--- config.mk ---
export PLATFORM = sky130hd
export DESIGN_NAME = bbb_queue
export DESIGN_NICKNAME = d
export VERILOG_FILES = /design/src/hdl/bbb_pkg.sv /design/src/hdl/bbb_queue.sv
export VERILOG_INCLUDE_DIRS = /design/src /design/src/hdl
export SDC_FILE = /design/constraint.sdc
export NUM_CORES = 1
export LEC_CHECK = 0
export ABC_AREA = 1
export BUFFER_PORTS_ARGS = -buffer_cell sky130_fd_sc_hd__buf_2
export CORE_ASPECT_RATIO = 1.25
export CORE_UTILIZATION = 40
export CTS_BUF_LIST = sky130_fd_sc_hd__clkbuf_4 sky130_fd_sc_hd__clkbuf_8
export DETAILED_ROUTE_END_ITERATION = 8
export GPL_TIMING_DRIVEN = 0
export PLACE_DENSITY = 0.65
export REMOVE_ABC_BUFFERS = 1
export SLEW_MARGIN = 20
export SYNTH_ARGS = -nofsm -noshare
export SYNTH_HDL_FRONTEND = slang
export SYNTH_SLANG_ARGS = --single-unit
--- constraint.sdc ---
create_clock -name clk -period 17.5 [get_ports clk]
set_clock_uncertainty 0.2 [all_clocks]
set_input_delay 0.875 -clock clk [delete_from_list [all_inputs] [get_ports clk]]
set_output_delay 0.875 -clock clk [all_outputs]
set_load 0.01 [all_outputs]
--- src/hdl/box_blur_3x3_edge_clipped_macros.svh ---
// Assertion macros used by the box blur queue.
`ifndef BOX_BLUR_3X3_EDGE_CLIPPED_MACROS_SVH
`define BOX_BLUR_3X3_EDGE_CLIPPED_MACROS_SVH

// Check a property on every rising clock edge outside reset.
`define BB_ASSERT(label, prop, msg) \
	label: assert property (@(posedge clk) disable iff (!arst_n) (prop)) else $error(msg);

// Check that a condition never holds outside reset.
`define BB_NEVER(label, cond, msg) \
	label: assert property (@(posedge clk) disable iff (!arst_n) !(cond)) else $error(msg);

`endif

--- src/hdl/bbb_pkg.sv ---
// Types, constants and helpers for the 3x3 box blur.
`timescale 1ns / 1ps
package bbb_pkg;
	localparam int MAX_WIDTH  = 1024;
	localparam int MAX_HEIGHT = 4096;
	localparam int COL_W   = $clog2(MAX_WIDTH);
	localparam int ROW_W   = $clog2(MAX_HEIGHT);
	localparam int FW_W    = 11;
	localparam int FH_W    = 13;
	localparam int PIX_W   = 24;
	localparam int SUM_W   = 12;
	localparam int RCP_W   = 17;
	localparam int RCP_SH  = 16;

	localparam logic FUNC_PIXEL = 1'b0;
	localparam logic FUNC_DRAIN = 1'b1;

	localparam logic REG_WIDTH  = 1'b0;
	localparam logic REG_HEIGHT = 1'b1;

	typedef struct packed {
		logic       func;
		logic [7:0] red_in;
		logic [7:0] green_in;
		logic [7:0] blue_in;
	} in_t;

	typedef struct packed {
		logic [7:0] red_out;
		logic [7:0] green_out;
		logic [7:0] blue_out;
		logic       frame_end;
	} out_t;

	// One averaging job: nine window pixels, which of them count, frame end flag.
	typedef struct packed {
		logic [8:0][PIX_W-1:0] px;
		logic [8:0]            mask;
		logic                  frame_end;
	} job_t;

	// Ceiling of 2^16 / n for the neighbor counts that can occur.
	function automatic logic [RCP_W-1:0] recip(input logic [3:0] n);
		logic [RCP_W-1:0] r;
		case (n)
			4'd1:    r = 17'd65536;
			4'd2:    r = 17'd32768;
			4'd3:    r = 17'd21846;
			4'd4:    r = 17'd16384;
			4'd6:    r = 17'd10923;
			4'd9:    r = 17'd7282;
			default: r = '0;
		endcase
		return r;
	endfunction
endpackage

--- src/hdl/bbb_queue.sv ---
// Two-entry job queue between the front and back sections.
`timescale 1ns / 1ps
`include "box_blur_3x3_edge_clipped_macros.svh"
module bbb_queue (
	input  logic          clk,
	input  logic          arst_n,
	input  logic          push,
	input  bbb_pkg::job_t push_job,
	input  logic          pop,
	output bbb_pkg::job_t head,
	output logic          full,
	output logic          empty
);
	import bbb_pkg::*;

	job_t       ent_q [2];
	logic       wr_q;
	logic       rd_q;
	logic [1:0] cnt_q;

	assign full  = (cnt_q == 2'd2);
	assign empty = (cnt_q == 2'd0);
	assign head  = ent_q[rd_q];

	// Store a pushed job.
	always_ff @(posedge clk) begin
		if (push) begin
			ent_q[wr_q] <= push_job;
		end
	end

	// Advance pointers and count.
	always_ff @(posedge clk or negedge arst_n) begin
		if (!arst_n) begin
			wr_q  <= 1'b0;
			rd_q  <= 1'b0;
			cnt_q <= 2'd0;
		end else begin
			if (push) begin
				wr_q <= ~wr_q;
			end
			if (pop) begin
				rd_q <= ~rd_q;
			end
			if (push && !pop) begin
				cnt_q <= cnt_q + 2'd1;
			end else if (pop && !push) begin
				cnt_q <= cnt_q - 2'd1;
			end
		end
	end

	`BB_NEVER(a_no_push_full, push && full, "job pushed into full queue")
	`BB_NEVER(a_no_pop_empty, pop && empty, "job popped from empty queue")
	`BB_NEVER(a_cnt_range, cnt_q == 2'd3, "queue count out of range")
	`BB_ASSERT(a_cnt_up, (push && !pop) |=> (cnt_q == $past(cnt_q) + 2'd1), "count did not rise")
endmodule

* Yosys cells after proc, flatten, opt, wreduce, memory -nomap -nowiden
Memory sizes are Yosys's and may differ from the RTL's.
Cells that the tools add are included.
** Storage, ports and cells
- Flip-flop bits (word level) :: 4
- Memory bits (writable) :: 452
- Memories kept :: 1
** Memory list
- ent_q :: depth 2, bits a word 226, rd ports 1, clocked after Yosys merged registers in 0, wr ports 1, RTL line bbb_queue.sv:16 : job_t ent_q [2];
** Operators by class
- Add/subtract/negate cells :: 2
- Eq/ne operators :: 1
- Muxes and demuxes :: 4
- Bitwise operators :: 2
- Reduce and logical (&&, ||, !) cells :: 6
** Operators by type and width (number)
- 2-bit 2-to-1 mux :: 2
- 2-bit by 1-bit adder with 2-bit output, second input constant :: 1
- 2-bit equality test, second input constant :: 1
- 1-bit logical AND :: 2
- 1-bit zero test :: 2
- 2-bit zero test :: 1
- 1-bit 2-to-1 mux :: 2
- 1-bit NOT :: 2
- 2-bit nonzero test :: 1
- 2-bit by 1-bit subtractor with 2-bit output, second input constant :: 1

* Depth between registers and ports, before layout
- Depth in word-level cells :: 4
- Mapped depth :: 7

* Worst setup path after synthesis
Ideal clock, no wire load.
- Path kind :: input to register
- From :: input push
- To :: memory ent_q[0][0] in the netlist's numbering (enable)
- Setup time :: 0.823 ns
- Arrival time :: 10.357 ns
- Data required time :: 16.477 ns
- Slack :: 6.120 ns
- Stages :: 2
- Path buffers :: 0
- Cells stage by stage :: inv_1 nor2_1
** Between the ends
- Cells in the longest elaborated chain, start to end :: 2
** RTL lines
- start, declared :: RTL line bbb_queue.sv:7 : input logic push,
- 1-bit 2-to-1 mux :: RTL line bbb_queue.sv:27 : if (push) begin
- 1-bit 2-to-1 mux (not written as such) :: RTL line bbb_queue.sv:28 : ent_q[wr_q] <= push_job;
- end, declared :: RTL line bbb_queue.sv:16
Every way passes these cells.

==> impl_metrics.py <==
metrics = {
    "timing": {
        "fin_crit_sh_pct": 20.7,
        "final_period_minus_worst_setup_slack_ns": 3.63,
        "hold_viol_final": 0,
        "final_max_slew_viol_count": 0,
        "rsz0062_at_grt": "false",
        "final-setup-viol-count": 0,
        "max_freq_mhz": 276,
        "slew_headroom_pct": 59.2,
        "tns_ns": 0,
        "tightestPinTransition_ns": 0.610,
        "finalHoldWorstSlack_ns": 0.251,
    },
    "clock_network": {
        "setup_bufs_post_cts": 0,
        "h-tree-depth": 3,
        "clk_latency_ns": 0.61,
        "cts.sink_count": 456,
        "tritoncts.num_buffers": 73,
        "clockBufferDepth": 3,
        "clockRootBuffer": "sky130_fd_sc_hd__clkbuf_8",
        "tritoncts": "done",
        "clkTransAtPathRegs_ns": 0.06,
    },
    "finish": {
        "n_fill_cell": 3413,
        "num-nets-final": 1485,
        "post_route_cells_drive_above_1_share_pct": 62.4,
        "mostFrequentLayoutCells": "457 x sky130_fd_sc_hd__buf_2, 452 x sky130_fd_sc_hd__edfxtp_1, 196 x sky130_fd_sc_hd__mux2_2",
        "signed_area_change_from_the_synthesized_netlist_to_the_final_layout_pct": 28.4,
        "mostFrequentLayoutCell": "sky130_fd_sc_hd__buf_2",
    },
    "pwr": {
        "pwr-share-seq_pct": 44.1,
        "max-vdd-ir-drop_mv": 0.0924,
        "post_layout_power_w": 0.00341,
        "cellLeakagePower_nw": 8.13,
        "switching_share_pct": 29.1,
        "power.density_nw_per_um2": 160,
        "switchingPower_w": 0.000992,
        "share_clk_of_total_power_pct": 26.0,
        "internal_power_w": 0.00241,
        "combPwrFrac_pct": 29.9,
    },
    "worst_hold_path": {
        "hold_path_class": "in2reg",
    },
    "synth": {
        "yosys-top-cells-area": "sky130_fd_sc_hd__edfxtp_1 82%, sky130_fd_sc_hd__mux2_2 13%, sky130_fd_sc_hd__mux2_4 2.7%",
        "synth_top_cell_area_share_pct": 81.7,
        "synth_cell_type_count": 15,
        "synth-seq-area-share_pct": 82.3,
        "syn-instance-count": 728,
        "syn_avg_cell_area_um2": 22.8,
        "ys_warn_count": 0,
        "yosys.area.top_type": "sky130_fd_sc_hd__edfxtp_1",
        "ys_seq_elements": 456,
        "syn_area_um2": 16600,
    },
    "setup_path": {
        "timing.rr.start": "wr_q$_DFFE_PN0P_",
        "cp-start-kind": "flop",
        "rrSetupSlack_ns": 15.21,
        "critical_path.cell_chain": "buf_16 -> buf_12 -> mux2_2 -> buf_2",
        "endpoint": "head[107]",
        "critical_path.slowest_cell": "sky130_fd_sc_hd__dfrtp_4",
        "criticalPathCategory": "reg2out",
        "arrival_ns": 2.55,
        "critical_path.endpoint_type": "primary output",
        "critPathMaxStageDelay_ns": 0.73,
        "ff2ff_path_depth": 5,
        "worst-endpoint-required_ns": 16.43,
        "cpLargestDelayFamily": "buffers and inverters",
        "crit_start": "rd_q$_DFFE_PN0P_",
        "path_buf_inv": 3,
        "r2r-end": "ent_q[0][128]$_DFFE_PP_",
        "number_of_logic_stages_on_the_critical_path_including_buffering": 4,
        "crit_path_max_fanout": 52,
    },
    "grt": {
        "grt_util_all_layers_pct": 16.0,
        "via_count_of_the_first_global_routing_pass": 9006,
        "number_of_antenna_violations_at_the_first_check_in_global_routing": 7,
        "grt_max_degree": 91,
        "globalRouteOverflowTotal": 0,
        "grt_first_pass_wirelength_um": 50200,
    },
    "route": {
        "drt_first_pass_iters": 4,
        "via_to_cell_ratio": 4.61,
        "detailroute.via_count": 8593,
        "drt_iter0_drc": 334,
        "drtAntennaViolNets": 0,
        "drc": 0,
        "routed_wirelength_um": 34500,
        "detail_route.wl_per_cell_um": 18.5,
    },
    "placed_design": {
        "gp_congestion": 0.755,
        "portBuffers": 457,
        "estimated_wirelength_of_the_detail_placed_design_um": 23600,
    },
    "die": {
        "width_of_the_die_um": 184,
        "rows": 83,
        "initial_utilization_pct": 40.5,
        "io_pins": 458,
        "fp.dieArea_um2": 42400,
        "core_area_um2": 41000,
        "die-height_um": 230,
    },
    "status": {
        "outcome": "complete, no violations",
    },
    "flow_run": {
        "drv.max_cap_violation_count": 0,
    },
}
## routing by layer
layer,vias up,GRT usage [%],part of all wire (%)
li1,3969,-,-
met1,4222,15.5,34
met2,316,29.0,54
met3,80,6.40,8.9
met4,6,7.76,2.8
met5,-,0,0.12
## cell type report
class                      count  area, um^2  share of cell area (%)
sequential                   456       13700                    64.1
multi-input combinational    240        2750                    12.9
timing repair buffer         476        2740                    12.8
clock buffer                  98        1200                    5.65
tap                          552         691                    3.24
clock inverter                30         228                    1.07
inverter                       7        33.8                   0.158
antenna                        4        10.0                  0.0469
## cells in the mapped netlist, drive strengths merged
master and n:
nand2 5, nand3 1, mux2 226, edfxtp 452
ha 1, nor2 3, xnor2 1, dfrtp 4
xor2 2, nand4 1, inv 7, buf 25
## flip-flops by register name, indices dropped and copies added, names as in the netlist
signal	cells
wr_q	1
cnt_q	2
rd_q	1
ent_q	452
## worst min-delay path by stage
stage | startpoint | to | slack, ns | cells after the start
global placement | wr_q$_DFFE_PN0P_ | wr_q$_DFFE_PN0P_ | 0.28 | 1
CTS | push_job[103] | ent_q[1][103]$_DFFE_PP_ | 0.19 | 1
finish | push_job[59] | ent_q[1][59]$_DFFE_PP_ | 0.25 | 1
floorplan | cnt_q[1]$_DFFE_PN0P_ | cnt_q[1]$_DFFE_PN0P_ | 0.26 | 2
global route | push_job[130] | ent_q[1][130]$_DFFE_PP_ | 0.20 | 1
detailed placement | cnt_q[1]$_DFFE_PN0P_ | cnt_q[1]$_DFFE_PN0P_ | 0.32 | 2
## power by group through the flow
stage	clock (W)	sequential, W	combinational [W]
floorplan	0	0.00164	0.000611
global placement	0	0.00173	0.00104
detailed placement	0	0.00153	0.00104
CTS	0.000920	0.00151	0.00104
global route	0.000958	0.00152	0.00109
finish	0.000886	0.00150	0.00102
## per-stage QoR
step	cells	cell area [um^2]	utilization, %	setup WS [ns]
detailed placement	1730	19900	48.5	14.46
finish	1863	21300	52.0	13.87
global placement	1712	19400	47.3	-0.0140
floorplan	703	16400	-	6.12
CTS	1859	21300	52.0	13.78
global route	1862	21300	52.0	13.72
## kinds of logic after synthesis
family,synth area share [%]
XOR/XNOR,0.158
adder cells (fa/ha/maj),0.0753
buffers and inverters,1.23
flip-flops,82.3
multiplexers,16.0
AND/OR/NAND/NOR,0.249
## repair_timing
item / in CTS / in global routing
endpoints found under the hold margin: 4 / 0
hold buffers: 1 / 0
resized for setup: 0 / 0
No activity file was read; power rests on OpenSTA's default activity.
