`src/hdl/box_blur_3x3_edge_clipped_macros.svh`:
```
// Assertion macros used by the box blur queue.
`ifndef BOX_BLUR_3X3_EDGE_CLIPPED_MACROS_SVH
`define BOX_BLUR_3X3_EDGE_CLIPPED_MACROS_SVH

// Check a property on every rising clock edge outside reset.
`define BB_ASSERT(label, prop, msg) \
	label: assert property (@(posedge clk) disable iff (!arst_n) (prop)) else $error(msg);

// Check that a condition never holds outside reset.
`define BB_NEVER(label, cond, msg) \
	label: assert property (@(posedge clk) disable iff (!arst_n) !(cond)) else $error(msg);

`endif

```
`src/hdl/bbb_pkg.sv`:
```
// Types, constants and helpers for the 3x3 box blur.
`timescale 1ns / 1ps
package bbb_pkg;
	localparam int MAX_WIDTH  = 1024;
	localparam int MAX_HEIGHT = 4096;
	localparam int COL_W   = $clog2(MAX_WIDTH);
	localparam int ROW_W   = $clog2(MAX_HEIGHT);
	localparam int FW_W    = 11;
	localparam int FH_W    = 13;
	localparam int PIX_W   = 24;
	localparam int SUM_W   = 12;
	localparam int RCP_W   = 17;
	localparam int RCP_SH  = 16;

	localparam logic FUNC_PIXEL = 1'b0;
	localparam logic FUNC_DRAIN = 1'b1;

	localparam logic REG_WIDTH  = 1'b0;
	localparam logic REG_HEIGHT = 1'b1;

	typedef struct packed {
		logic       func;
		logic [7:0] red_in;
		logic [7:0] green_in;
		logic [7:0] blue_in;
	} in_t;

	typedef struct packed {
		logic [7:0] red_out;
		logic [7:0] green_out;
		logic [7:0] blue_out;
		logic       frame_end;
	} out_t;

	// One averaging job: nine window pixels, which of them count, frame end flag.
	typedef struct packed {
		logic [8:0][PIX_W-1:0] px;
		logic [8:0]            mask;
		logic                  frame_end;
	} job_t;

	// Ceiling of 2^16 / n for the neighbor counts that can occur.
	function automatic logic [RCP_W-1:0] recip(input logic [3:0] n);
		logic [RCP_W-1:0] r;
		case (n)
			4'd1:    r = 17'd65536;
			4'd2:    r = 17'd32768;
			4'd3:    r = 17'd21846;
			4'd4:    r = 17'd16384;
			4'd6:    r = 17'd10923;
			4'd9:    r = 17'd7282;
			default: r = '0;
		endcase
		return r;
	endfunction
endpackage

```
`src/hdl/bbb_back.sv`:
```
// Back section: sums masked window pixels and divides by the neighbor count.
`timescale 1ns / 1ps
module bbb_back (
	input  logic          clk,
	input  logic          arst_n,
	input  bbb_pkg::job_t head,
	input  logic          q_empty,
	output logic          pop,
	output logic          res_valid,
	input  logic          res_stall,
	output bbb_pkg::out_t res
);
	import bbb_pkg::*;

	logic             en;
	logic             s1_v;
	logic [SUM_W-1:0] sr_s1, sg_s1, sb_s1;
	logic [3:0]       n_s1;
	logic             fe_s1;
	logic             out_v_q;
	out_t             out_q;
	logic [SUM_W-1:0] sr, sg, sb;
	logic [3:0]       n;
	logic [RCP_W-1:0] rcp;
	logic [SUM_W+RCP_W-1:0] pr, pg, pb;

	assign en        = !out_v_q || !res_stall;
	assign pop       = en && !q_empty;
	assign res_valid = out_v_q;
	assign res       = out_q;

	// Add the counted neighbors of the queue head.
	always_comb begin
		sr = '0;
		sg = '0;
		sb = '0;
		for (int i = 0; i < 9; i++) begin
			if (head.mask[i]) begin
				sr = sr + SUM_W'(head.px[i][23:16]);
				sg = sg + SUM_W'(head.px[i][15:8]);
				sb = sb + SUM_W'(head.px[i][7:0]);
			end
		end
		n = 4'($countones(head.mask));
	end

	// Round half up and divide through the reciprocal.
	always_comb begin
		rcp = recip(n_s1);
		pr = (sr_s1 + SUM_W'(n_s1 >> 1)) * rcp;
		pg = (sg_s1 + SUM_W'(n_s1 >> 1)) * rcp;
		pb = (sb_s1 + SUM_W'(n_s1 >> 1)) * rcp;
	end

	// Advance both stages when the output can move.
	always_ff @(posedge clk) begin
		if (en) begin
			sr_s1 <= sr;
			sg_s1 <= sg;
			sb_s1 <= sb;
			n_s1  <= n;
			fe_s1 <= head.frame_end;
			out_q.red_out   <= pr[RCP_SH +: 8];
			out_q.green_out <= pg[RCP_SH +: 8];
			out_q.blue_out  <= pb[RCP_SH +: 8];
			out_q.frame_end <= fe_s1;
		end
	end

	always_ff @(posedge clk or negedge arst_n) begin
		if (!arst_n) begin
			s1_v    <= 1'b0;
			out_v_q <= 1'b0;
		end else if (en) begin
			s1_v    <= !q_empty;
			out_v_q <= s1_v;
		end
	end
endmodule

```
`config.mk`:
```
export PLATFORM = sky130hd
export DESIGN_NAME = bbb_back
export DESIGN_NICKNAME = d
export VERILOG_FILES = /design/src/hdl/box_blur_3x3_edge_clipped_macros.svh /design/src/hdl/bbb_pkg.sv /design/src/hdl/bbb_back.sv
export SDC_FILE = /design/constraint.sdc
export NUM_CORES = 1
export LEC_CHECK = 0
export BUFFER_PORTS_ARGS = -buffer_cell sky130_fd_sc_hd__clkbuf_2
export CAP_MARGIN = 30
export CELL_PAD_IN_SITES_DETAIL_PLACEMENT = 1
export CELL_PAD_IN_SITES_GLOBAL_PLACEMENT = 1
export CORE_MARGIN = 5
export CORE_UTILIZATION = 30
export CTS_BUF_LIST = sky130_fd_sc_hd__clkbuf_4
export DETAILED_ROUTE_END_ITERATION = 16
export GPL_ROUTABILITY_DRIVEN = 0
export PLACE_DENSITY = 0.66
export SETUP_SLACK_MARGIN = 0.3
export SYNTH_ARGS = -nofsm -noshare
export SYNTH_HDL_FRONTEND = slang
export SYNTH_SLANG_ARGS = --single-unit
export TNS_END_PERCENT = 10
```
`constraint.sdc`:
```
create_clock -name clk -period 12.4 [get_ports clk]
set_input_delay 1.24 -clock clk [delete_from_list [all_inputs] [get_ports clk]]
set_output_delay 1.24 -clock clk [all_outputs]
set_load 0.01 [all_outputs]
```
# --- Yosys cells after proc, flatten, opt, wreduce, memory -nomap -nowiden ---
# Cells that the tools add are included.
word_totals:
  register_bits: 68
  latch_bits: 0
  ram_bits: 0
  mem_bits_ro: 0
  inputBits: 230
  output_inout_bits: 27
  wordCells: 88
  n_memories: 0
classes:
  n_addsub: 35
  multipliers: 3
  div: 0
  magnitude_cmp: 0
  n_eq_ne: 6
  n_shift: 0
  n_mux: 28
  bitwise: 0
  reduce_logical: 5
op_table:
  columns: ["operator", "count"]
  rows:
  - ["$add A12 B8 Y12", 24]
  - ["$mux W12", 24]
  - ["$pmux W17 S6", 1]
  - ["$mul A13 B17 Y24", 3]
  - ["$add A12 B3 Y13", 3]
  - ["$mux W8", 3]
  - ["$add A1 B1 Y2", 4]
  - ["$eq A4 B2 Y1 const B", 2]
  - ["$eq A4 B3 Y1 const B", 2]
  - ["$add A2 B2 Y3", 2]
  - ["$add A3 B3 Y4", 1]
  - ["$add A4 B1 Y4", 1]
  - ["$eq A4 B1 Y1 const B", 1]
  - ["$eq A4 B4 Y1 const B", 1]
  - ["$logic_not A1 Y1", 3]
  - ["$logic_and A1 B1 Y1", 1]
  - ["$logic_or A1 B1 Y1", 1]

# --- Longest topological paths before layout ---
logic_depth:
  depth_word: 17
  mapped_depth: 50
  mapped_depth_nobuf: 49

# --- Worst setup path after synthesis ---
# Ideal clock, no wire load.
synth_path:
  kind: "in2reg"
  startpoint: "input head[1] (netlist name)"
  endpoint: "register sg_s1[10] (data pin)"
  setup_time_ns: 0.259
  arrival_time_ns: 9.201
  required_time_ns: 12.141
  path_slack_ns: 2.940
  stages: 47
  path_buffers: 1
  path_cell_list: "clkbuf_1 nand2_1 inv_1 ha_1 a21o_1 a21oi_1 o21bai_1 a21oi_1 xnor2_1 a21oi_1 inv_1 ha_1 o21a_1 o31ai_1 a21boi_0 mux2_2 ha_1 o221ai_1 [11 not listed] mux2_2 ha_1 o21a_1 o31ai_1 a21boi_0 mux2_2 ha_1 a21boi_0 o21ai_0 o21a_1 ha_1 nor2b_1 o21a_1 o21ai_0 a21oi_1 o21ai_1 o21ai_1 xnor2_1"
synth_between:
  elab_chain_len: 17
synth_rtl:
  columns: ["item", "line_no", "text"]
  rows:
  - ["start, declared", "bbb_back.sv:6", "input bbb_pkg::job_t head,"]
  - ["$mux W8 (*)", "bbb_back.sv:38", "if (head.mask[i]) begin"]
  - ["$add A12 B8 Y12", "bbb_back.sv:40", "sg = sg + SUM_W'(head.px[i][15:8]);"]
  - ["$mux W12 (*)", "bbb_back.sv:38", null]
  - ["$add A12 B8 Y12", "bbb_back.sv:40", null]
  - ["$mux W12 (*)", "bbb_back.sv:38", null]
  - ["$add A12 B8 Y12", "bbb_back.sv:40", null]
  - ["$mux W12 (*)", "bbb_back.sv:38", null]
  - ["$add A12 B8 Y12", "bbb_back.sv:40", null]
  - ["[2 not listed]", null, null]
  - ["$mux W12 (*)", "bbb_back.sv:38", null]
  - ["$add A12 B8 Y12", "bbb_back.sv:40", null]
  - ["$mux W12 (*)", "bbb_back.sv:38", null]
  - ["$add A12 B8 Y12", "bbb_back.sv:40", null]
  - ["$mux W12 (*)", "bbb_back.sv:38", null]
  - ["$add A12 B8 Y12", "bbb_back.sv:40", null]
  - ["$mux W12 (*)", "bbb_back.sv:38", null]
  - ["named net sg[10]", "bbb_back.sv:22", "logic [SUM_W-1:0] sr, sg, sb;"]
  - ["end signal, assigned", "bbb_back.sv:59", "sg_s1 <= sg;"]
  - ["end, declared", "bbb_back.sv:17", "logic [SUM_W-1:0] sr_s1, sg_s1, sb_s1;"]
# The timed path passes the listed nets; every way through them passes the cells marked *.
# A chain may end at the register's enable or synchronous reset.

# --- Final worst setup path ---
layout_path:
  startpoint: "input head[1] (netlist name)"
  endpoint: "register sr_s1[11] (data pin)"
layout_between:
  elab_chain_len: 17
layout_rtl:
  columns: ["item", "line_no", "text"]
  rows:
  - ["$mux W8 (*)", "bbb_back.sv:38", null]
  - ["$add A12 B8 Y12", "bbb_back.sv:39", "sr = sr + SUM_W'(head.px[i][23:16]);"]
  - ["$mux W12 (*)", "bbb_back.sv:38", null]
  - ["$add A12 B8 Y12", "bbb_back.sv:39", null]
  - ["$mux W12 (*)", "bbb_back.sv:38", null]
  - ["$add A12 B8 Y12", "bbb_back.sv:39", null]
  - ["$mux W12 (*)", "bbb_back.sv:38", null]
  - ["$add A12 B8 Y12", "bbb_back.sv:39", null]
  - ["[2 not listed]", null, null]
  - ["$mux W12 (*)", "bbb_back.sv:38", null]
  - ["$add A12 B8 Y12", "bbb_back.sv:39", null]
  - ["$mux W12 (*)", "bbb_back.sv:38", null]
  - ["$add A12 B8 Y12", "bbb_back.sv:39", null]
  - ["$mux W12 (*)", "bbb_back.sv:38", null]
  - ["$add A12 B8 Y12", "bbb_back.sv:39", null]
  - ["$mux W12 (*)", "bbb_back.sv:38", null]
  - ["named net sr[11]", "bbb_back.sv:22", null]
  - ["end signal, assigned", "bbb_back.sv:58", "sr_s1 <= sr;"]
  - ["end, declared", "bbb_back.sv:17", null]
# Marks and branches as above.

==> results by group <==
Power and ir drop
  – Int Power: 3.75 mW
  – PwrDens: 266 nW/um2
  – Design Power: 8.44 mW
  – Logic pwr share: 90.8%
  – Sw frac: 55.5%
  – Static leakage: 15.5 nW
  – Sw power: 4.68 mW
  – Seq pwr share: 7.1%
  – Max VDD drop: 0.000112 V
  – Clock power share: 2.1%

Clocking
  – CTS H-tree depth: 3
  – Clock Latency Late Sink: 0.59 ns
  – Cts repair resizes: 0
  – Post-CTS setup buffer count: 0
  – TritonCTS clock tree: done
  – Clock transition at path regs: 0.19 ns
  – Hold_buf cts: 0
  – Sink Count: 68
  – Root Driver: clkbuf_4
  – CTS Buffer Depth: 2
  – CTS Buf Count: 9

Critical path
  – Worst Reg-to-Reg Cells: 27
  – Crit Reg-Reg Endpoint: res[14]
  – WP data required: 12.74 ns
  – Crit path DAT: 10.71 ns
  – CP Capture Type: register
  – Setup slack, reg-to-reg: 4.49 ns
  – CP Launch Type: input pin
  – WP buf/inv: 6
  – Crit path top cell by count: ha_1
  – CP max stage delay: 0.45 ns
  – Family with the most delay on the worst path: compound AO/OA/AOI/OAI gates
  – RR Startpoint: n_s1[2]
  – CP max stage cell: fa_1
  – Crit path kind: input pin to register
  – Crit Path Max Fanout: 25

STA
  – FMAX: 0.0965 GHz
  – Slew Limit Headroom: 36.1%
  – Final period utilization: 83.6%
  – Tmin final: 10.36 ns
  – Clock Skew: 0.0556 ns
  – Worst slew pin tran: 0.951 ns
  – Setup TNS: 0 ns
  – Hold_ws: 0.385 ns
  – Final Max Tran Viols: 0
  – RSZ-0062 raised after global routing: no
  – Final Hold Vio Count: 0
  – Finish-stage setup viols: 0

Synthesis
  – Synth Cell Area: 28,700 um2
  – Post-synth EDFFs: 66
  – Primary FF master, synth: edfxtp_1
  – Most common cell in the synthesized netlist: inv_1
  – Sequential share of the synthesized area: 7.08%
  – Most frequent cells after synthesis: inv_1 (615), fa_1 (434), ha_1 (350)
  – Cells after synthesis: 3,246
  – Net Count, Synth: 4,260
  – Yosys warns: 0
  – Area leader, netlist: fa_1
  – Yosys cell types: 91
  – Synth area leaders: fa_1 (30%), ha_1 (15%), inv_1 (8.0%), edfxtp_1 (6.9%), xnor2_1 (5.1%)
  – Synth Register Bits: 68
  – Syn avg cell area: 8.84 um2
  – Synth top area share: 30.3%
  – Async SR Flop Fraction: 2.94%

Status
  – Status: finished, final reports clean

Placed design
  – Port bufs: 256
  – HPWL after DPL: 80.0 mm
  – Placed cell count: 4,718

Final layout
  – Post-layout util: 33.4%
  – Post-Layout Cell Count: 4,758
  – Layout overhead on the synthesized area: 10.5%
  – Nets@finish: 4,479
  – Ratio of cells with drive above 1 in the final layout: 13.0%

Min path
  – Worst min path class: input pin to async pin

Detailed routing
  – Vias per cell: 4.86
  – Vias: 23,118
  – DRC Markers: 0
  – Final WL: 90.0 mm
  – Post-DRT Antenna Nets: 0
  – DRT iter0 DRCs: 834
  – Drt pass-1 iters: 5
  – Per-cell routed wire length: 18.9 um

Floorplan
  – I/O Pins: 257
  – Standard-cell row count: 113
  – Die X: 319 um
  – Core area: 95,000 um2
  – Initial Util: 30.2%
  – Die area: 102,000 um2
  – Chip height: 319 um

Global routing
  – Vias in the first global route: 25,635
  – Antenna violations before repair: 36
  – GRT Util Overall: 17.8%
  – Overflow left after global routing: 0
  – First-pass GRT wire length: 144 mm
  – Largest net degree at the start of global routing: 51

Flow run
  – Max_cap viols: 0
==> sequential cells by signal, indices dropped and copies added, names as in the netlist <==
| register | count |
|---|---|
| sr_s1 | 12 |
| sb_s1 | 12 |
| fe_s1 | 1 |
| s1_v | 1 |
| n_s1 | 4 |
| res | 25 |
| res_valid | 1 |
| sg_s1 | 12 |
==> per-layer routing <==
metal / wire length (um) / global-route usage, % / up-vias
met5: 151 / 0 / -
met4: 1200 / 3.24 / 22
met3: 4920 / 4.06 / 63
met2: 43900 / 30.8 / 389
met1: 39900 / 23.0 / 11586
li1: - / - / 11058
==> per-stage QoR <==
stage	area (um2)	setup slack, ns
after floorplan	28700	2.94
after global placement	31500	1.64
after detailed placement	31500	1.40
after CTS	31600	2.06
after global routing	31700	1.19
final	31700	2.04
==> layout by cell type (no fill, tap or decap), types with 22 or more instances in the layout <==
master / synthesis / final
a21oi_1: 180 / 180
o21a_1: 55 / 55
xor2_1: 64 / 64
edfxtp_1: 66 / 66
o21bai_1: 24 / 24
nor3_1: 34 / 34
xnor2_1: 167 / 167
o21ai_0: 127 / 127
mux2i_1: 27 / 27
nand2b_1: 35 / 35
mux2_2: 87 / 87
and2_1: 40 / 40
a21o_1: 58 / 58
inv_1: 615 / 615
clkbuf_2: 0 / 256
fa_1: 434 / 434
nand3_1: 31 / 31
and3_1: 31 / 30
nand2_1: 206 / 205
nor2b_1: 35 / 35
nor2_1: 263 / 263
ha_1: 350 / 350
a211oi_1: 22 / 22
diode_2: 0 / 23
==> power by group through the flow <==
stage          sequential [mW]  clock [mW]  combinational [mW]
5_1_grt                  0.616       0.199                8.84
4_1_cts                  0.600       0.190                7.76
3_5_place_dp             0.606           0                7.71
2_1_floorplan            0.588           0                5.64
3_3_place_gp             0.605           0                7.46
6_report                 0.599       0.178                7.66
==> cells by family (layout without fill, tap and decap cells) <==
kind of cell	Yosys count	count (layout)	synth area share, %
buffers and inverters	686	910	9.00
AOI/OAI and AO/OA	614	614	14.1
DFF	68	68	7.08
and+or+nand+nor	733	733	11.9
muxes	114	114	4.35
xor gates and xnor gates	245	245	8.00
other	0	23	0
adders and majority gates	786	786	45.6
==> area by class of cell <==
type / count / area, um2
Fill cell: 11446 / 63300
Antenna cell: 23 / 57.6
Tap cell: 1265 / 1580
Inverter: 618 / 2320
Timing Repair Buffer: 276 / 1470
Multi-Input combinational cell: 2492 / 24100
Sequential cell: 68 / 2030
Clock inverter: 7 / 83.8
Clock buffer: 9 / 67.6
==> worst max path at each step <==
| stage | start | slack, ns | depth (start not counted) | end |
|---|---|---|---|---|
| 2_1_floorplan | head[1] | 2.94 | 47 | sg_s1[10] |
| 5_1_grt | head[1] | 1.19 | 48 | sr_s1[11] |
| 3_3_place_gp | head[1] | 1.64 | 48 | sr_s1[11] |
| 3_5_place_dp | head[1] | 1.40 | 48 | sr_s1[11] |
| 6_report | head[1] | 2.04 | 48 | sr_s1[11] |
| 4_1_cts | head[1] | 2.06 | 48 | sr_s1[11] |
==> worst register-to-register path, delay by kind of cell, from the launching register on <==
kind / cells / cell delay, ns
flops: 1 / 0.74
compound gates: 11 / 2.27
buf+inv: 3 / 0.39
simple gates: 5 / 0.91
fa+ha+maj: 7 / 3.00
xor+xnor: 1 / 0.38
Power figures use the tool's default switching activity.
